<file path="src/sv/slcp_pkg.sv">
// Shared types and constants of the serial line command parser.
// No dependencies; compiled first.
package slcp_pkg;

   localparam int unsigned LineDepthDefault = 1024;
   localparam int unsigned LineLenWidth     = 11;
   localparam int unsigned BaudWidth        = 16;
   localparam int unsigned ByteWidth        = 8;

   localparam logic [ByteWidth-1:0] CharLf   = 8'h0A;
   localparam logic [ByteWidth-1:0] CharCr   = 8'h0D;
   localparam logic [ByteWidth-1:0] CharS    = 8'h53;
   localparam logic [ByteWidth-1:0] CharE    = 8'h45;
   localparam logic [ByteWidth-1:0] CharT    = 8'h54;
   localparam logic [ByteWidth-1:0] CharG    = 8'h47;
   localparam logic [ByteWidth-1:0] CharZero = 8'h30;
   localparam logic [ByteWidth-1:0] CharNine = 8'h39;

   localparam logic [BaudWidth-1:0] BaudReset = 16'd38400;

   typedef enum logic [2:0] {
      EV_NONE        = 3'd0,
      EV_BAUD_SET    = 3'd1,
      EV_SET_REJECT  = 3'd2,
      EV_BAUD_REPORT = 3'd3,
      EV_FORWARD     = 3'd4
   } line_event_type;

   typedef struct packed {
      logic                    overflow_cleared;
      line_event_type          line_event;
      logic [BaudWidth-1:0]    baud_value;
      logic [LineLenWidth-1:0] line_length;
   } rsp_type;

endpackage

</file>
<file path="src/sv/slcp_if.sv">
// Valid/ready channels of the serial line command parser: request and response.
// Depends on slcp_pkg.
interface slcp_req_if;
   logic                          valid;
   logic                          ready;
   logic [slcp_pkg::ByteWidth-1:0] rx_byte;

   modport source (output valid, output rx_byte, input ready);
   modport sink   (input valid, input rx_byte, output ready);
endinterface

interface slcp_rsp_if;
   logic                              valid;
   logic                              ready;
   logic                              overflow_cleared;
   slcp_pkg::line_event_type          line_event;
   logic [slcp_pkg::BaudWidth-1:0]    baud_value;
   logic [slcp_pkg::LineLenWidth-1:0] line_length;

   modport source (output valid, output overflow_cleared, output line_event,
                   output baud_value, output line_length, input ready);
   modport sink   (input valid, input overflow_cleared, input line_event,
                   input baud_value, input line_length, output ready);
endinterface

</file>
<file path="src/sv/slcp_line_tracker.sv">
// Line state of the parser: count, leading characters, digit value, stored baud.
// Decodes one word per accepted cycle. Depends on slcp_pkg.
module slcp_line_tracker #(
   parameter int unsigned LINE_DEPTH = slcp_pkg::LineDepthDefault
) (
   input  logic                           clock,
   input  logic                           reset,
   input  logic                           accept,
   input  logic [slcp_pkg::ByteWidth-1:0] rx_byte,
   output slcp_pkg::rsp_type              result
);
   import slcp_pkg::*;

   localparam int unsigned CountWidth = $clog2(LINE_DEPTH + 1);
   localparam logic [CountWidth-1:0] DepthCount = CountWidth'(LINE_DEPTH);

   logic [CountWidth-1:0]          count_ff, count_in;
   logic [2:0][ByteWidth-1:0]      first_ff, first_in;
   logic [BaudWidth-1:0]           value_ff, value_in;
   logic                           ok_ff, ok_in;
   logic [BaudWidth-1:0]           value_prev_ff, value_prev_in;
   logic                           ok_prev_ff, ok_prev_in;
   logic                           cr_ff, cr_in;
   logic [BaudWidth-1:0]           baud_ff, baud_in;

   logic                           ovf;
   logic [CountWidth-1:0]          n;
   logic [2:0][ByteWidth-1:0]      eff_first;
   logic [BaudWidth-1:0]           eff_value, eff_value_prev;
   logic                           eff_ok, eff_ok_prev, eff_cr;
   logic                           strip;
   logic [CountWidth-1:0]          size;
   logic [BaudWidth-1:0]           sel_value;
   logic                           sel_ok;
   logic [BaudWidth-1:0]           value_x10;

   always_comb begin
      ovf            = (count_ff == DepthCount);
      n              = ovf ? '0 : count_ff;
      eff_first      = ovf ? '0 : first_ff;
      eff_value      = ovf ? '0 : value_ff;
      eff_ok         = ovf ? 1'b1 : ok_ff;
      eff_value_prev = ovf ? '0 : value_prev_ff;
      eff_ok_prev    = ovf ? 1'b1 : ok_prev_ff;
      eff_cr         = ovf ? 1'b0 : cr_ff;

      strip     = eff_cr && (n != '0);
      size      = strip ? n - CountWidth'(1) : n;
      sel_value = strip ? eff_value_prev : eff_value;
      sel_ok    = strip ? eff_ok_prev : eff_ok;
      value_x10 = {eff_value[BaudWidth-4:0], 3'b000} + {eff_value[BaudWidth-2:0], 1'b0};

      result.overflow_cleared = ovf;
      result.line_event       = EV_NONE;
      result.baud_value       = '0;
      result.line_length      = '0;

      count_in      = count_ff;
      first_in      = first_ff;
      value_in      = value_ff;
      ok_in         = ok_ff;
      value_prev_in = value_prev_ff;
      ok_prev_in    = ok_prev_ff;
      cr_in         = cr_ff;
      baud_in       = baud_ff;

      if (rx_byte == CharLf) begin
         result.line_length = LineLenWidth'(size);
         if (size >= CountWidth'(4) && eff_first[0] == CharS && eff_first[1] == CharE
             && eff_first[2] == CharT) begin
            if (sel_ok) begin
               baud_in           = sel_value;
               result.line_event = EV_BAUD_SET;
               result.baud_value = sel_value;
            end else begin
               result.line_event = EV_SET_REJECT;
            end
         end else if (size != '0 && eff_first[0] == CharG) begin
            result.line_event = EV_BAUD_REPORT;
            result.baud_value = baud_ff;
         end else begin
            result.line_event = EV_FORWARD;
         end
         count_in      = '0;
         first_in      = '0;
         value_in      = '0;
         ok_in         = 1'b1;
         value_prev_in = '0;
         ok_prev_in    = 1'b1;
         cr_in         = 1'b0;
      end else begin
         value_prev_in = eff_value;
         ok_prev_in    = eff_ok;
         first_in      = eff_first;
         value_in      = eff_value;
         ok_in         = eff_ok;
         if (n < CountWidth'(3)) begin
            first_in[n[1:0]] = rx_byte;
         end else if (rx_byte inside {[CharZero:CharNine]}) begin
            value_in = value_x10 + BaudWidth'(rx_byte - CharZero);
         end else begin
            ok_in = 1'b0;
         end
         cr_in    = (rx_byte == CharCr);
         count_in = n + CountWidth'(1);
      end
   end

   always_ff @(posedge clock) begin
      if (reset) begin
         count_ff      <= '0;
         first_ff      <= '0;
         value_ff      <= '0;
         ok_ff         <= 1'b1;
         value_prev_ff <= '0;
         ok_prev_ff    <= 1'b1;
         cr_ff         <= 1'b0;
         baud_ff       <= BaudReset;
      end else if (accept) begin
         count_ff      <= count_in;
         first_ff      <= first_in;
         value_ff      <= value_in;
         ok_ff         <= ok_in;
         value_prev_ff <= value_prev_in;
         ok_prev_ff    <= ok_prev_in;
         cr_ff         <= cr_in;
         baud_ff       <= baud_in;
      end
   end

endmodule

</file>
<file path="src/sv/serial_line_command_parser.sv">
// Top level of the serial line command parser: handshake and response register.
// Depends on slcp_pkg, slcp_if and slcp_line_tracker.
//
// Usage: the req channel carries one received byte per word. Every accepted
// word yields exactly one rsp word: overflow_cleared, line_event, baud_value
// and line_length. An LF ends the line (a CR right before it is stripped);
// SET<digits> stores a new baud, other SET lines longer than SET are rejected,
// a line starting with G reports the stored baud, anything else is forwarded.
// Response: registered; it appears in the cycle after the request word is taken.
// Throughput: one word per cycle while responses are taken; the line state and
// the single response register both update in the accepting cycle.
// Stall: req ready stays high while the response register is empty or is
// being taken in the same cycle; a stalled response holds and blocks input.
// Reset: synchronous; clears the line state, sets the stored baud to 38400
// and empties the response register. No clearing pass is needed.
module serial_line_command_parser #(
   parameter int unsigned LINE_DEPTH = slcp_pkg::LineDepthDefault
) (
   input logic         clock,
   input logic         reset,
   slcp_req_if.sink    req_chan,
   slcp_rsp_if.source  rsp_chan
);
   import slcp_pkg::*;

   logic    accept;
   logic    rsp_valid_ff, rsp_valid_in;
   rsp_type rsp_data_ff;
   rsp_type result;

   assign req_chan.ready = !rsp_valid_ff || rsp_chan.ready;
   assign accept         = req_chan.valid && req_chan.ready;

   slcp_line_tracker #(
      .LINE_DEPTH (LINE_DEPTH)
   ) u_tracker (
      .clock   (clock),
      .reset   (reset),
      .accept  (accept),
      .rx_byte (req_chan.rx_byte),
      .result  (result)
   );

   always_comb begin
      rsp_valid_in = rsp_valid_ff;
      if (accept) begin
         rsp_valid_in = 1'b1;
      end else if (rsp_chan.ready) begin
         rsp_valid_in = 1'b0;
      end
   end

   always_ff @(posedge clock) begin
      if (reset) begin
         rsp_valid_ff <= 1'b0;
      end else begin
         rsp_valid_ff <= rsp_valid_in;
      end
   end

   always_ff @(posedge clock) begin
      if (accept) begin
         rsp_data_ff <= result;
      end
   end

   assign rsp_chan.valid            = rsp_valid_ff;
   assign rsp_chan.overflow_cleared = rsp_data_ff.overflow_cleared;
   assign rsp_chan.line_event       = rsp_data_ff.line_event;
   assign rsp_chan.baud_value       = rsp_data_ff.baud_value;
   assign rsp_chan.line_length      = rsp_data_ff.line_length;

   a_ready_when_empty: assert property (@(posedge clock) disable iff (reset)
      !rsp_valid_ff |-> req_chan.ready)
      else $error("request blocked with empty response register");

   a_accept_fills: assert property (@(posedge clock) disable iff (reset)
      accept |=> rsp_valid_ff)
      else $error("accepted word produced no response");

   a_overflow_len: assert property (@(posedge clock) disable iff (reset)
      rsp_valid_ff && rsp_data_ff.overflow_cleared |-> rsp_data_ff.line_length == '0)
      else $error("overflow response with nonzero line length");

   a_set_len: assert property (@(posedge clock) disable iff (reset)
      rsp_valid_ff && (rsp_data_ff.line_event == EV_BAUD_SET
                       || rsp_data_ff.line_event == EV_SET_REJECT)
      |-> rsp_data_ff.line_length >= LineLenWidth'(4))
      else $error("set command shorter than four characters");

endmodule
</file>
<file path="src/flat_wrapper.sv">
// flat-port wrapper written by rule: the top's interface ports become plain ports
module serial_line_command_parser_flat import slcp_pkg::*;
#(
   parameter int unsigned LINE_DEPTH = slcp_pkg::LineDepthDefault
)
  (clock, reset, req_chan_valid, req_chan_rx_byte, req_chan_ready, rsp_chan_valid, rsp_chan_overflow_cleared, rsp_chan_line_event, rsp_chan_baud_value, rsp_chan_line_length, rsp_chan_ready);
  slcp_req_if req_chan_i ();
  slcp_rsp_if rsp_chan_i ();
  input logic clock;
  input logic reset;
  input wire logic [$bits(req_chan_i.valid)-1:0] req_chan_valid;
  input wire logic [$bits(req_chan_i.rx_byte)-1:0] req_chan_rx_byte;
  output wire logic [$bits(req_chan_i.ready)-1:0] req_chan_ready;
  output wire logic [$bits(rsp_chan_i.valid)-1:0] rsp_chan_valid;
  output wire logic [$bits(rsp_chan_i.overflow_cleared)-1:0] rsp_chan_overflow_cleared;
  output wire logic [$bits(rsp_chan_i.line_event)-1:0] rsp_chan_line_event;
  output wire logic [$bits(rsp_chan_i.baud_value)-1:0] rsp_chan_baud_value;
  output wire logic [$bits(rsp_chan_i.line_length)-1:0] rsp_chan_line_length;
  input wire logic [$bits(rsp_chan_i.ready)-1:0] rsp_chan_ready;
  assign req_chan_i.valid = req_chan_valid;
  assign req_chan_i.rx_byte = req_chan_rx_byte;
  assign req_chan_ready = req_chan_i.ready;
  assign rsp_chan_valid = rsp_chan_i.valid;
  assign rsp_chan_overflow_cleared = rsp_chan_i.overflow_cleared;
  assign rsp_chan_line_event = rsp_chan_i.line_event;
  assign rsp_chan_baud_value = rsp_chan_i.baud_value;
  assign rsp_chan_line_length = rsp_chan_i.line_length;
  assign rsp_chan_i.ready = rsp_chan_ready;
  serial_line_command_parser #(.LINE_DEPTH(LINE_DEPTH)) u_core (.clock(clock), .reset(reset), .req_chan(req_chan_i), .rsp_chan(rsp_chan_i));
endmodule
</file>
<file path="config.mk">
export PLATFORM = sky130hd
export DESIGN_NAME = serial_line_command_parser_flat
export DESIGN_NICKNAME = d
export VERILOG_FILES = /design/src/sv/slcp_pkg.sv /design/src/sv/slcp_if.sv /design/src/sv/slcp_line_tracker.sv /design/src/sv/serial_line_command_parser.sv /design/src/flat_wrapper.sv
export SDC_FILE = /design/constraint.sdc
export NUM_CORES = 1
export LEC_CHECK = 0
export BUFFER_PORTS_ARGS = -buffer_cell sky130_fd_sc_hd__buf_2
export CORE_AREA = 2 2 135 111
export CTS_BUF_LIST = sky130_fd_sc_hd__clkbuf_8
export CTS_CLUSTER_DIAMETER = 100
export DETAILED_ROUTE_END_ITERATION = 6
export DIE_AREA = 0 0 137 113
export PLACE_DENSITY_LB_ADDON = 0.3
export SLEW_MARGIN = 10
export SYNTH_ARGS = -nofsm -noshare
export SYNTH_HDL_FRONTEND = slang
export SYNTH_SLANG_ARGS = --single-unit
</file>
<file path="constraint.sdc">
create_clock -name clock -period 10.2 [get_ports clock]
set_input_delay 1.02 -clock clock [delete_from_list [all_inputs] [get_ports clock]]
set_output_delay 1.02 -clock clock [all_outputs]
set_load 0.005 [all_outputs]
</file>
== Yosys cells after proc, flatten, opt, wreduce, memory -nomap -nowiden ==
Index checks and enable logic that the tools add are counted.
W data, S select, Z words.

* Bits of input ports: 12
* Bits in latches: 0
* Output and inout port bits: 33
* Memories kept: 0
* Word-level logic and storage cells: 79
* Bits in read-only memories: 0
* Register bits after elaboration: 118
* Memory bits (writable): 0

* $lt $le $gt $ge: 6
* Divide/modulo/power cells: 0
* Shift-type cells: 0
* Reductions and logical operators: 14
* Bitwise gates (word level): 0
* Mux-type cells: 32
* Eq/ne operators: 7
* $mul: 0
* $add $sub $neg: 5

{| class="wikitable"
|+ Operators by type and width
! operator !! number
|-
| $mux W16 || 9
|-
| $mux W24 || 3
|-
| $mux W11 || 3
|-
| $add A16 B16 Y16 || 2
|-
| $eq A8 B7 Y1 const B || 4
|-
| $bwmux W24 || 1
|-
| $reduce_bool A11 Y1 || 2
|-
| $mux W19 || 1
|-
| $demux W8 S2 || 1
|-
| $eq A8 B4 Y1 const B || 2
|-
| $add A11 B1 Y11 const B || 1
|-
| $eq A11 B11 Y1 const B || 1
|-
| $ge A11 B3 Y1 const B || 1
|-
| $lt A11 B2 Y1 const B || 1
|-
| $mux W1 || 11
|-
| $sub A11 B1 Y11 const B || 1
|-
| $sub A8 B6 Y9 const B || 1
|-
| $ge A8 B6 Y1 const B || 1
|-
| $le A8 B6 Y1 const B || 1
|-
| $logic_and A1 B1 Y1 || 8
|-
| $mux W8 || 1
|-
| $reduce_and A4 Y1 || 1
|-
| $lt A2 B3 Y1 const B || 1
|-
| $mux W3 || 1
|-
| 5 further kinds || 5
|}

== Logic depth before layout (Yosys ltp) ==
Gate-level depths: netlist of run 1.

* Depth after elaboration: 10
* Gate-level depth with buffers: 16
* Gate-level depth less buffers: 15

== Modules after synthesis ==
From an unflattened synthesis of run 1, not the netlist that was laid out.

* Cell total of the unflattened synthesis: 653
* Area total of the unflattened synthesis: 6491.2 um2

{| class="wikitable"
|+ Modules (own cells, without submodules)
! module !! area an instance (um2) !! times used !! seq. area each (um2) !! cells each
|-
| slcp_line_tracker || 5505.3 || 1 || 1721.7 || 617
|-
| serial_line_command_parser || 985.9 || 1 || 950.9 || 36
|}

== Worst setup path before layout of run 1 ==
Ideal clock, no wire load.

* Path type: flip-flop to flip-flop
* From: register u_core.u_tracker.count_ff[5]
* To: register u_core.u_tracker.value_ff[14]
* Library setup time: 87 ps
* Path buffers: 2
* Period minus slack after synthesis: 3750 ps
* Setup slack: 6450 ps
* Data required time: 10113 ps
* Data arrival time: 3663 ps
* Stages on the path, launching flop included: 15
* Cell sequence: dfxtp_1 buf_2 or4_1 nor4_4 buf_4 nor2b_1 fa_1 inv_1 fa_1 nor2b_1 o31a_1 o221ai_1 a311oi_1 nor3_1 o31ai_1

* Word-level cells in the longest chain between the ends: 7
* Elaborated cells on any way between the ends: 9
* Classes of those cells: 2 x add/sub; 1 x order compare; 1 x eq/ne; 5 x mux

{| class="wikitable"
|+ Ends and longest elaborated chain
! what !! line !! text
|-
| start, declared || slcp_line_tracker.sv:17 || <nowiki>logic [CountWidth-1:0] count_ff, count_in;</nowiki>
|-
| start signal, assigned || slcp_line_tracker.sv:120 || <nowiki>count_ff <= count_in;</nowiki>
|-
| $eq A11 B11 Y1 * || slcp_line_tracker.sv:38 || <nowiki>ovf = (count_ff == DepthCount);</nowiki>
|-
| net u_core.u_tracker.ovf || slcp_line_tracker.sv:26 || <nowiki>logic ovf;</nowiki>
|-
| $mux W16 || slcp_line_tracker.sv:41 || <nowiki>eff_value = ovf ? '0 : value_ff;</nowiki>
|-
| $add A16 B16 Y16 || slcp_line_tracker.sv:51 || <nowiki>value_x10 = {eff_value[BaudWidth-4:0], 3'b000} + {eff_value[BaudWidth-2:0], 1'b0};</nowiki>
|-
| $add A16 B16 Y16 || slcp_line_tracker.sv:100 || <nowiki>value_in = value_x10 + BaudWidth'(rx_byte - CharZero);</nowiki>
|-
| $mux W16 || slcp_line_tracker.sv:99 || <nowiki>end else if (rx_byte inside {[CharZero:CharNine]}) begin</nowiki>
|-
| $mux W16 * || slcp_line_tracker.sv:97 || <nowiki>if (n < CountWidth'(3)) begin</nowiki>
|-
| $mux W16 * || slcp_line_tracker.sv:67 || <nowiki>if (rx_byte == CharLf) begin</nowiki>
|-
| end signal, assigned || slcp_line_tracker.sv:122 || <nowiki>value_ff <= value_in;</nowiki>
|-
| end, declared || slcp_line_tracker.sv:19 || <nowiki>logic [BaudWidth-1:0] value_ff, value_in;</nowiki>
|}

Mark *: on every way through the listed nets, which the timed path passes. The rest lies on a longest branch.
A chain may end at the register's enable or synchronous reset.

== Final worst setup path of run 1 ==
* From: register u_core.u_tracker.count_ff[0]
* To: register u_core.u_tracker.value_ff[14]

* Word-level cells in the longest chain between the ends: 7
* Elaborated cells on any way between the ends: 9
* Classes of those cells: 2 x add/sub; 1 x order compare; 1 x eq/ne; 5 x mux

{| class="wikitable"
|+ Ends and longest elaborated chain
! what !! line
|-
| $eq A11 B11 Y1 || slcp_line_tracker.sv:38
|-
| $mux W16 || slcp_line_tracker.sv:41
|-
| $add A16 B16 Y16 || slcp_line_tracker.sv:51
|-
| $add A16 B16 Y16 || slcp_line_tracker.sv:100
|-
| $mux W16 || slcp_line_tracker.sv:99
|-
| $mux W16 * || slcp_line_tracker.sv:97
|-
| $mux W16 * || slcp_line_tracker.sv:67
|}

Every way passes the cells marked *; elsewhere a longest branch is shown, timed or not.

==> results of run 1 <==
## layer usage
metal  track usage (%)  vias to the layer above  share of wire (%)
met4              6.87                        0                1.9
met1              29.6                     2698                 45
li1                  -                     2613                  -
met2              35.8                      147                 49
met5                 0                        -                  0
met3              4.39                       30                4.5
## stage by stage
stage,instances,utilization [%],setup WS (ps),total power [uW]
finish,930,51.2,5560,953
global route,930,51.2,5130,988
CTS,929,51.1,5600,958
detailed placement,897,48.7,5630,583
global placement,897,48.7,5810,580
floorplan,704,-,6450,556
## kinds of logic after synthesis
group / Yosys count / synth area share, %
adder cells (fa/ha/maj): 34 / 7.99
AO/OA/AOI/OAI: 186 / 21.5
flip-flops: 118 / 40.8
AND/OR/NAND/NOR: 260 / 19.7
buffers and inverters: 72 / 4.91
multiplexers: 16 / 2.60
XOR/XNOR: 18 / 2.41
## cell usage after synthesis, types with 3 or more instances
library cell                 n  share of area (%)
sky130_fd_sc_hd__a21bo_1     6               0.92
sky130_fd_sc_hd__a21o_1      3               0.34
sky130_fd_sc_hd__a21oi_1    33                2.5
sky130_fd_sc_hd__a21oi_2     6               0.80
sky130_fd_sc_hd__a22o_1      8                1.1
sky130_fd_sc_hd__a22oi_1    59                6.8
sky130_fd_sc_hd__a311oi_1    3               0.40
sky130_fd_sc_hd__a31o_2      4               0.54
sky130_fd_sc_hd__a31oi_1     4               0.38
sky130_fd_sc_hd__and3_1      9               0.86
sky130_fd_sc_hd__and4_1      6               0.80
sky130_fd_sc_hd__buf_2      11               0.84
sky130_fd_sc_hd__buf_6       4               0.69
sky130_fd_sc_hd__clkbuf_1   23                1.3
sky130_fd_sc_hd__dfxtp_1    87                 27
sky130_fd_sc_hd__edfxtp_1   31                 14
sky130_fd_sc_hd__fa_1       13                4.0
sky130_fd_sc_hd__ha_1       21                4.0
sky130_fd_sc_hd__inv_1      29                1.7
sky130_fd_sc_hd__mux2_2      8                1.4
sky130_fd_sc_hd__mux2i_1     8                1.2
sky130_fd_sc_hd__nand2_1    41                2.4
sky130_fd_sc_hd__nand3_1    16                1.2
sky130_fd_sc_hd__nand4_1     8               0.76
sky130_fd_sc_hd__nor2_1    118                6.8
sky130_fd_sc_hd__nor2b_1    13                1.2
sky130_fd_sc_hd__nor3_1     16                1.2
sky130_fd_sc_hd__nor4b_1     4               0.54
sky130_fd_sc_hd__o21a_1      8               0.92
sky130_fd_sc_hd__o21ai_0    20                1.5
sky130_fd_sc_hd__o21ai_1     3               0.23
sky130_fd_sc_hd__o31ai_1     4               0.46
sky130_fd_sc_hd__or2_2       3               0.29
sky130_fd_sc_hd__xnor2_1     9                1.2
sky130_fd_sc_hd__xor2_1      9                1.2
## worst paths after layout
path / cells after the start / end / from / slack [ps]
max: 14 / u_core.u_tracker.value_ff[14] / u_core.u_tracker.count_ff[0] / 5560
min: 2 / u_core.u_tracker.value_prev_ff[14] / u_core.u_tracker.value_prev_ff[14] / 460
max reg2reg: 14 / u_core.u_tracker.value_ff[14] / u_core.u_tracker.count_ff[0] / 5560
min reg2reg: 2 / u_core.u_tracker.value_prev_ff[14] / u_core.u_tracker.value_prev_ff[14] / 460
## final cells by class
class / instances / area, um^2 / share of cell area, %
timing repair buffer: 52 / 288 / 4.00
sequential: 118 / 2670 / 37.1
inverter: 30 / 113 / 1.56
clock inverter: 15 / 109 / 1.51
multi-input combinational: 514 / 3550 / 49.4
tap: 184 / 230 / 3.20
clock buffer: 17 / 234 / 3.25
## sequential cells by signal (all words and copies together), names as in the netlist
name / count
u_core.u_tracker.value_ff: 16
u_core.rsp_chan.line_event: 3
u_core.rsp_chan.baud_value: 16
u_core.rsp_chan.line_length: 11
u_core.u_tracker.ok_ff: 1
u_core.u_tracker.value_prev_ff: 16
u_core.u_tracker.count_ff: 11
u_core.rsp_chan.valid: 1
u_core.u_tracker.first_ff: 24
u_core.u_tracker.ok_prev_ff: 1
u_core.rsp_chan.overflow_cleared: 1
u_core.u_tracker.cr_ff: 1
u_core.u_tracker.baud_ff: 16
## power by group through the flow
stage	logic (uW)	clock network [uW]	registers (uW)
floorplan	49.9	0	506
global placement	74.8	0	505
detailed placement	76.7	0	506
CTS	77.1	385	495
global route	85.9	405	496
finish	77.6	380	495
## critical path, delay by kind of cell, from the launching register on
| family | cells | cell delay (ps) |
|---|---|---|
| fa+ha+maj | 3 | 1410 |
| buf+inv | 3 | 380 |
| flops | 1 | 390 |
| simple gates | 4 | 1420 |
| compound gates | 4 | 950 |
==> flow_summary.json, run 1 <==
{
  "status": "finished, final reports clean",
  "initial_standard_cell_utilization_of_the_core_pct": 46.6,
  "hold_viol_final": 0,
  "post_route_cells_drive_above_1_share_pct": 16.2,
  "vdd.ir_drop.worst_uv": 87.6,
  "die_w_um": 137,
  "detailedRoute.firstPassIterationCount": 5,
  "critical_path_arrival_ps": 5000,
  "finalInstanceArea_mm2": 0.00720,
  "sequentialPowerShare_pct": 52.0,
  "rows": 39,
  "crit_path_start_kind": "flop",
  "synth.yosys.seq_area_share_pct": 40.8,
  "design.portCount": 45,
  "clk_path_buf_depth": 2,
  "finalHoldWorstSlack_ps": 464,
  "hpwlAfterDp_um": 11200,
  "grt_first_pass_wirelength_um": 26800,
  "filler_cell_count": 1301,
  "synth-edff-count": 31,
  "cts_post_setup_buffers_inserted": 0,
  "ys_types": 76,
  "fin_worst_skew_ps": 13.8,
  "synth.avg_cell_area_um2": 9.30,
  "worst_setup_path_end_kind": "flop",
  "maxCapViolCount": 0,
  "final_common_cell": "sky130_fd_sc_hd__nor2_1",
  "worst-setup-path-type": "flop to flop",
  "synth_async_sr_flop_share_pct": 0,
  "critPathRequiredTime_ps": 10570,
  "setup_repair_after_global_routing_missed_its_margin": "no",
  "first_global_vias": 5321,
  "vias": 5488,
  "cts_max_level": 4,
  "cts-resized-gates": 0,
  "number_of_antenna_violations_at_the_first_check_in_global_routing": 0,
  "tritoncts": "built",
  "yosysWarnings": 0,
  "finalSetupViolCount": 0,
  "synth_ff_type": "sky130_fd_sc_hd__dfxtp_1",
  "max_slew_margin_pct": 32.7,
  "routabilityCongestion": 0.930,
  "final_max_slew_viol_count": 0,
  "post_drt_wl_per_cell_um": 17.6,
  "cp_max_fo": 16,
  "power.switching_uw": 270,
  "power_per_cell_area_mw_per_mm2": 132,
  "die-height_um": 113,
  "clk-insertion-delay-late_ps": 450,
  "yosys_register_bits": 118,
  "place_area_mm2": 0.00684,
  "critPathSlowestCell": "sky130_fd_sc_hd__nor4_4",
  "slowest_delay_ps": 890,
  "cts_hold_repair.buffers": 0,
  "cts.sinks": 118,
  "buffer_ports.inserted": 44,
  "min_path_type": "flop to flop",
  "period_share_pct": 45.5,
  "power.clock.fraction_pct": 39.9,
  "drt-initial-drc-count": 499,
  "cellInternalPower_uw": 683,
  "design.die.area_mm2": 0.0155,
  "cts.reportedPaths.clkPinSlew_ps": 80,
  "final_nets": 779,
  "core_region_area_mm2": 0.0141,
  "syn-cell-area_mm2": 0.00655,
  "netSwitchingFraction_pct": 28.3,
  "maximum_operating_frequency_mhz": 216,
  "cts_made_buffers": 17,
  "reported_leakage_power_uw": 0.00283,
  "area_growth_syn_to_layout_pct": 9.96,
  "number_of_inserted_diodes": 0,
  "totalNegativeSetupSlack_ps": 0,
  "layout.cells.most_common_list": "118 x sky130_fd_sc_hd__nor2_1, 87 x sky130_fd_sc_hd__dfxtp_1, 59 x sky130_fd_sc_hd__a22oi_1",
  "comb_power_share_pct": 8.1,
  "grt_use_total_pct": 22.0,
  "grt_start_max_net_pins": 78,
  "antenna_violating_nets_post_route": 0,
  "route.detailed.vias_per_inst": 5.90,
  "synthesis.instances": 704,
  "cp_cell_sequence": "inv_1, ha_1, inv_1, nor4_4, nor2b_1, fa_1, inv_1, fa_1, nor2b_1, o31a_1, o221ai_1, a311oi_1, nor3_1, o31ai_1",
  "route.detailed.drc": 0,
  "most_frequent_cell_on_critical_path": "sky130_fd_sc_hd__inv_1",
  "wl_um": 16400,
  "clock-root-buffer": "sky130_fd_sc_hd__clkbuf_8",
  "tightestPinTransition_ps": 1000,
  "syn_nets": 750,
  "post-route-min-period_ps": 4640,
  "globalRouteOverflowTotal": 0
}
Power figures use the tool's default switching activity.
==> run 2, diff against run 1 <==
==> constraint.sdc (replaced) <==
create_clock -name clock -period 4.78 [get_ports clock]
set_input_delay 0.478 -clock clock [delete_from_list [all_inputs] [get_ports clock]]
set_output_delay 0.478 -clock clock [all_outputs]
set_load 0.005 [all_outputs]
==> run 2 against run 1 <==
  * Worst setup slack worse by 5100 ps
  * Fmax is 6.3% higher
  * Power is 120% higher
  * Clock power is 130% higher
  * Flip-flop and latch count stayed put
  * Count of clock-buffer cells in the layout is 1 higher
  * Sequential share of layout area is 0.38 points lower
  * Combinational power is 110% higher
  * Sequential power is 110% higher
  * Global-route usage is 0.19 points lower
  * Via count is 0.67% lower
  * Final area is 1.0% higher
  * Largest cell class unchanged
==> flow_summary.json, run 2 (synthesis gave the netlist of run 1 again) <==
{
  "layout.cells.most_common_list": "118 x sky130_fd_sc_hd__nor2_1, 87 x sky130_fd_sc_hd__dfxtp_1, 59 x sky130_fd_sc_hd__a22oi_1",
  "grt_use_total_pct": 21.8,
  "final_common_cell": "sky130_fd_sc_hd__nor2_1",
  "die-height_um": 113,
  "number_of_antenna_violations_at_the_first_check_in_global_routing": 0,
  "cts-resized-gates": 0,
  "clk-insertion-delay-late_ps": 450,
  "register_name_with_the_most_flops": "u_core.u_tracker.first_ff",
  "route.detailed.drc": 0,
  "cts_made_buffers": 17,
  "antenna_violating_nets_post_route": 0,
  "grt_first_pass_wirelength_um": 26600,
  "die_w_um": 137,
  "clock-root-buffer": "sky130_fd_sc_hd__clkbuf_8",
  "number_of_inserted_diodes": 0,
  "place.detailed.instances": 905,
  "cts.sinks": 118,
  "vias": 5451,
  "netSwitchingFraction_pct": 27.2,
  "crit-reg2reg-capture": "u_core.u_tracker.value_ff[15]",
  "status": "finished, final reports clean",
  "cts_hold_repair.buffers": 0,
  "first_global_vias": 5435,
  "fin_worst_skew_ps": 14.6,
  "grt_start_max_net_pins": 47,
  "min_from": "req_chan_valid",
  "power.clock.fraction_pct": 41.8,
  "post-route-min-period_ps": 4360,
  "hpwlAfterDp_um": 11300,
  "final_max_slew_viol_count": 0,
  "comb_power_share_pct": 7.9,
  "cellInternalPower_uw": 1530,
  "maximum_operating_frequency_mhz": 229,
  "cp_max_fo": 11,
  "wl_um": 16100,
  "worst-setup-path-type": "flop to flop",
  "route.detailed.vias_per_inst": 5.82,
  "post_route_cells_drive_above_1_share_pct": 16.9,
  "core_region_area_mm2": 0.0141,
  "cp_cell_sequence": "inv_1, ha_1, and2_1, nand4_1, nand2_1, inv_1, fa_1, ha_1, o21ai_0, o21ai_0, nand3_1, a211o_1, and3_1, o31ai_1",
  "slowest_delay_ps": 500,
  "post_layout_nonfiller_instances": 937,
  "hold_path_depth": 3,
  "ff2ff_setup_slack_ps": 420,
  "design.die.area_mm2": 0.0155,
  "reported_leakage_power_uw": 0.00289,
  "min_path_type": "input port to flop",
  "finalSetupViolCount": 0,
  "globalRouteOverflowTotal": 0,
  "buffer_ports.inserted": 44,
  "worst_setup_path_end_kind": "flop",
  "sequentialPowerShare_pct": 50.3,
  "rows": 39,
  "hold_viol_final": 0,
  "period_share_pct": 91.3,
  "final_nets": 786,
  "critical_path_arrival_ps": 4720,
  "r2r_cells": 14,
  "critPathSlowestCell": "sky130_fd_sc_hd__fa_1",
  "setup_repair_after_global_routing_missed_its_margin": "no",
  "initial_standard_cell_utilization_of_the_core_pct": 46.6,
  "cts.reportedPaths.clkPinSlew_ps": 80,
  "tritoncts": "built",
  "drt-initial-drc-count": 509,
  "critPathRequiredTime_ps": 5140,
  "max_slew_margin_pct": 21.6,
  "reg2reg_from": "u_core.u_tracker.count_ff[0]",
  "crit_path_start_kind": "flop",
  "post_drt_wl_per_cell_um": 17.2,
  "tightestPinTransition_ps": 1170,
  "largest_register_ff_count": 24,
  "routabilityCongestion": 0.919,
  "cts_max_level": 4,
  "min_to": "u_core.rsp_chan.valid",
  "power_per_cell_area_mw_per_mm2": 289,
  "design.portCount": 45,
  "area_growth_syn_to_layout_pct": 11.1,
  "cts_post_setup_buffers_inserted": 0,
  "vdd.ir_drop.worst_uv": 166,
  "totalNegativeSetupSlack_ps": 0,
  "clk_path_buf_depth": 2,
  "maxCapViolCount": 0,
  "detailedRoute.firstPassIterationCount": 7,
  "power.switching_uw": 571
}
-- run 2: cell types whose count changed in the layout (fill, tap and decap cells not counted) --
cell / delta
sky130_fd_sc_hd__buf_4: +8
sky130_fd_sc_hd__buf_8: -1
sky130_fd_sc_hd__bufinv_16: +1
sky130_fd_sc_hd__clkbuf_8: +1
sky130_fd_sc_hd__clkinv_2: -3
sky130_fd_sc_hd__clkinvlp_4: -4
sky130_fd_sc_hd__inv_1: +1
sky130_fd_sc_hd__inv_4: +3
sky130_fd_sc_hd__inv_6: +1
-- run 2: worst max-delay path by stage --
stage	from	to	slack [ps]	cells past startpoint
detailed placement	u_core.u_tracker.count_ff[0]	u_core.u_tracker.value_ff[15]	510	14
global route	u_core.u_tracker.count_ff[2]	u_core.u_tracker.value_ff[15]	60	12
finish	u_core.u_tracker.count_ff[0]	u_core.u_tracker.value_ff[15]	420	14
floorplan	u_core.u_tracker.count_ff[5]	u_core.u_tracker.value_ff[14]	1030	14
global placement	u_core.u_tracker.count_ff[0]	u_core.u_tracker.value_ff[15]	690	14
CTS	u_core.u_tracker.count_ff[0]	u_core.u_tracker.value_ff[15]	490	14
-- run 2: area by class of cell --
cell class	instances	area [um^2]
multi-input combinational	514	3550
sequential	118	2670
timing repair buffer	59	333
inverter	30	113
clock inverter	14	125
tap	184	230
clock buffer	18	248
fill	1274	6780
-- run 2: power by group through the flow --
stage / clock [uW] / combinational (uW) / sequential, uW
after floorplan: 0 / 106 / 1080
after CTS: 891 / 166 / 1060
after global routing: 925 / 186 / 1060
after detailed placement: 0 / 164 / 1080
after global placement: 0 / 161 / 1080
final: 878 / 166 / 1060
-- run 2: worst max-delay path: cells and delay by family, from the launching register on --
family	cells	cell delay, ps
buffers and inverters	2	260
AND/OR/NAND/NOR	5	1340
flip-flops	1	400
AO/OA/AOI/OAI	4	1090
adder cells (fa/ha/maj)	3	1180
-- run 2: through the flow --
stage | worst slack, ps | utilization, % | instance area, um^2 | hold WS, ps | total power (uW)
4_1_cts | 494 | 51.8 | 7270 | 262 | 2110
6_report | 418 | 51.8 | 7270 | 279 | 2100
3_5_place_dp | 510 | 49.1 | 6900 | 462 | 1240
5_1_grt | 62.6 | 51.8 | 7270 | 276 | 2170
3_3_place_gp | 688 | 49.1 | 6900 | 443 | 1240
2_1_floorplan | 1030 | - | 6550 | 432 | 1190
-- run 2: routing by layer --
layer	wire length (um)	share of wire (%)	global-route usage, %	vias to the layer above
li1	-	-	-	2622
met1	7250	45	29.2	2635
met2	7810	48	36.2	175
met3	876	5.4	4.08	19
met4	198	1.2	6.12	0
met5	0	0	0	-
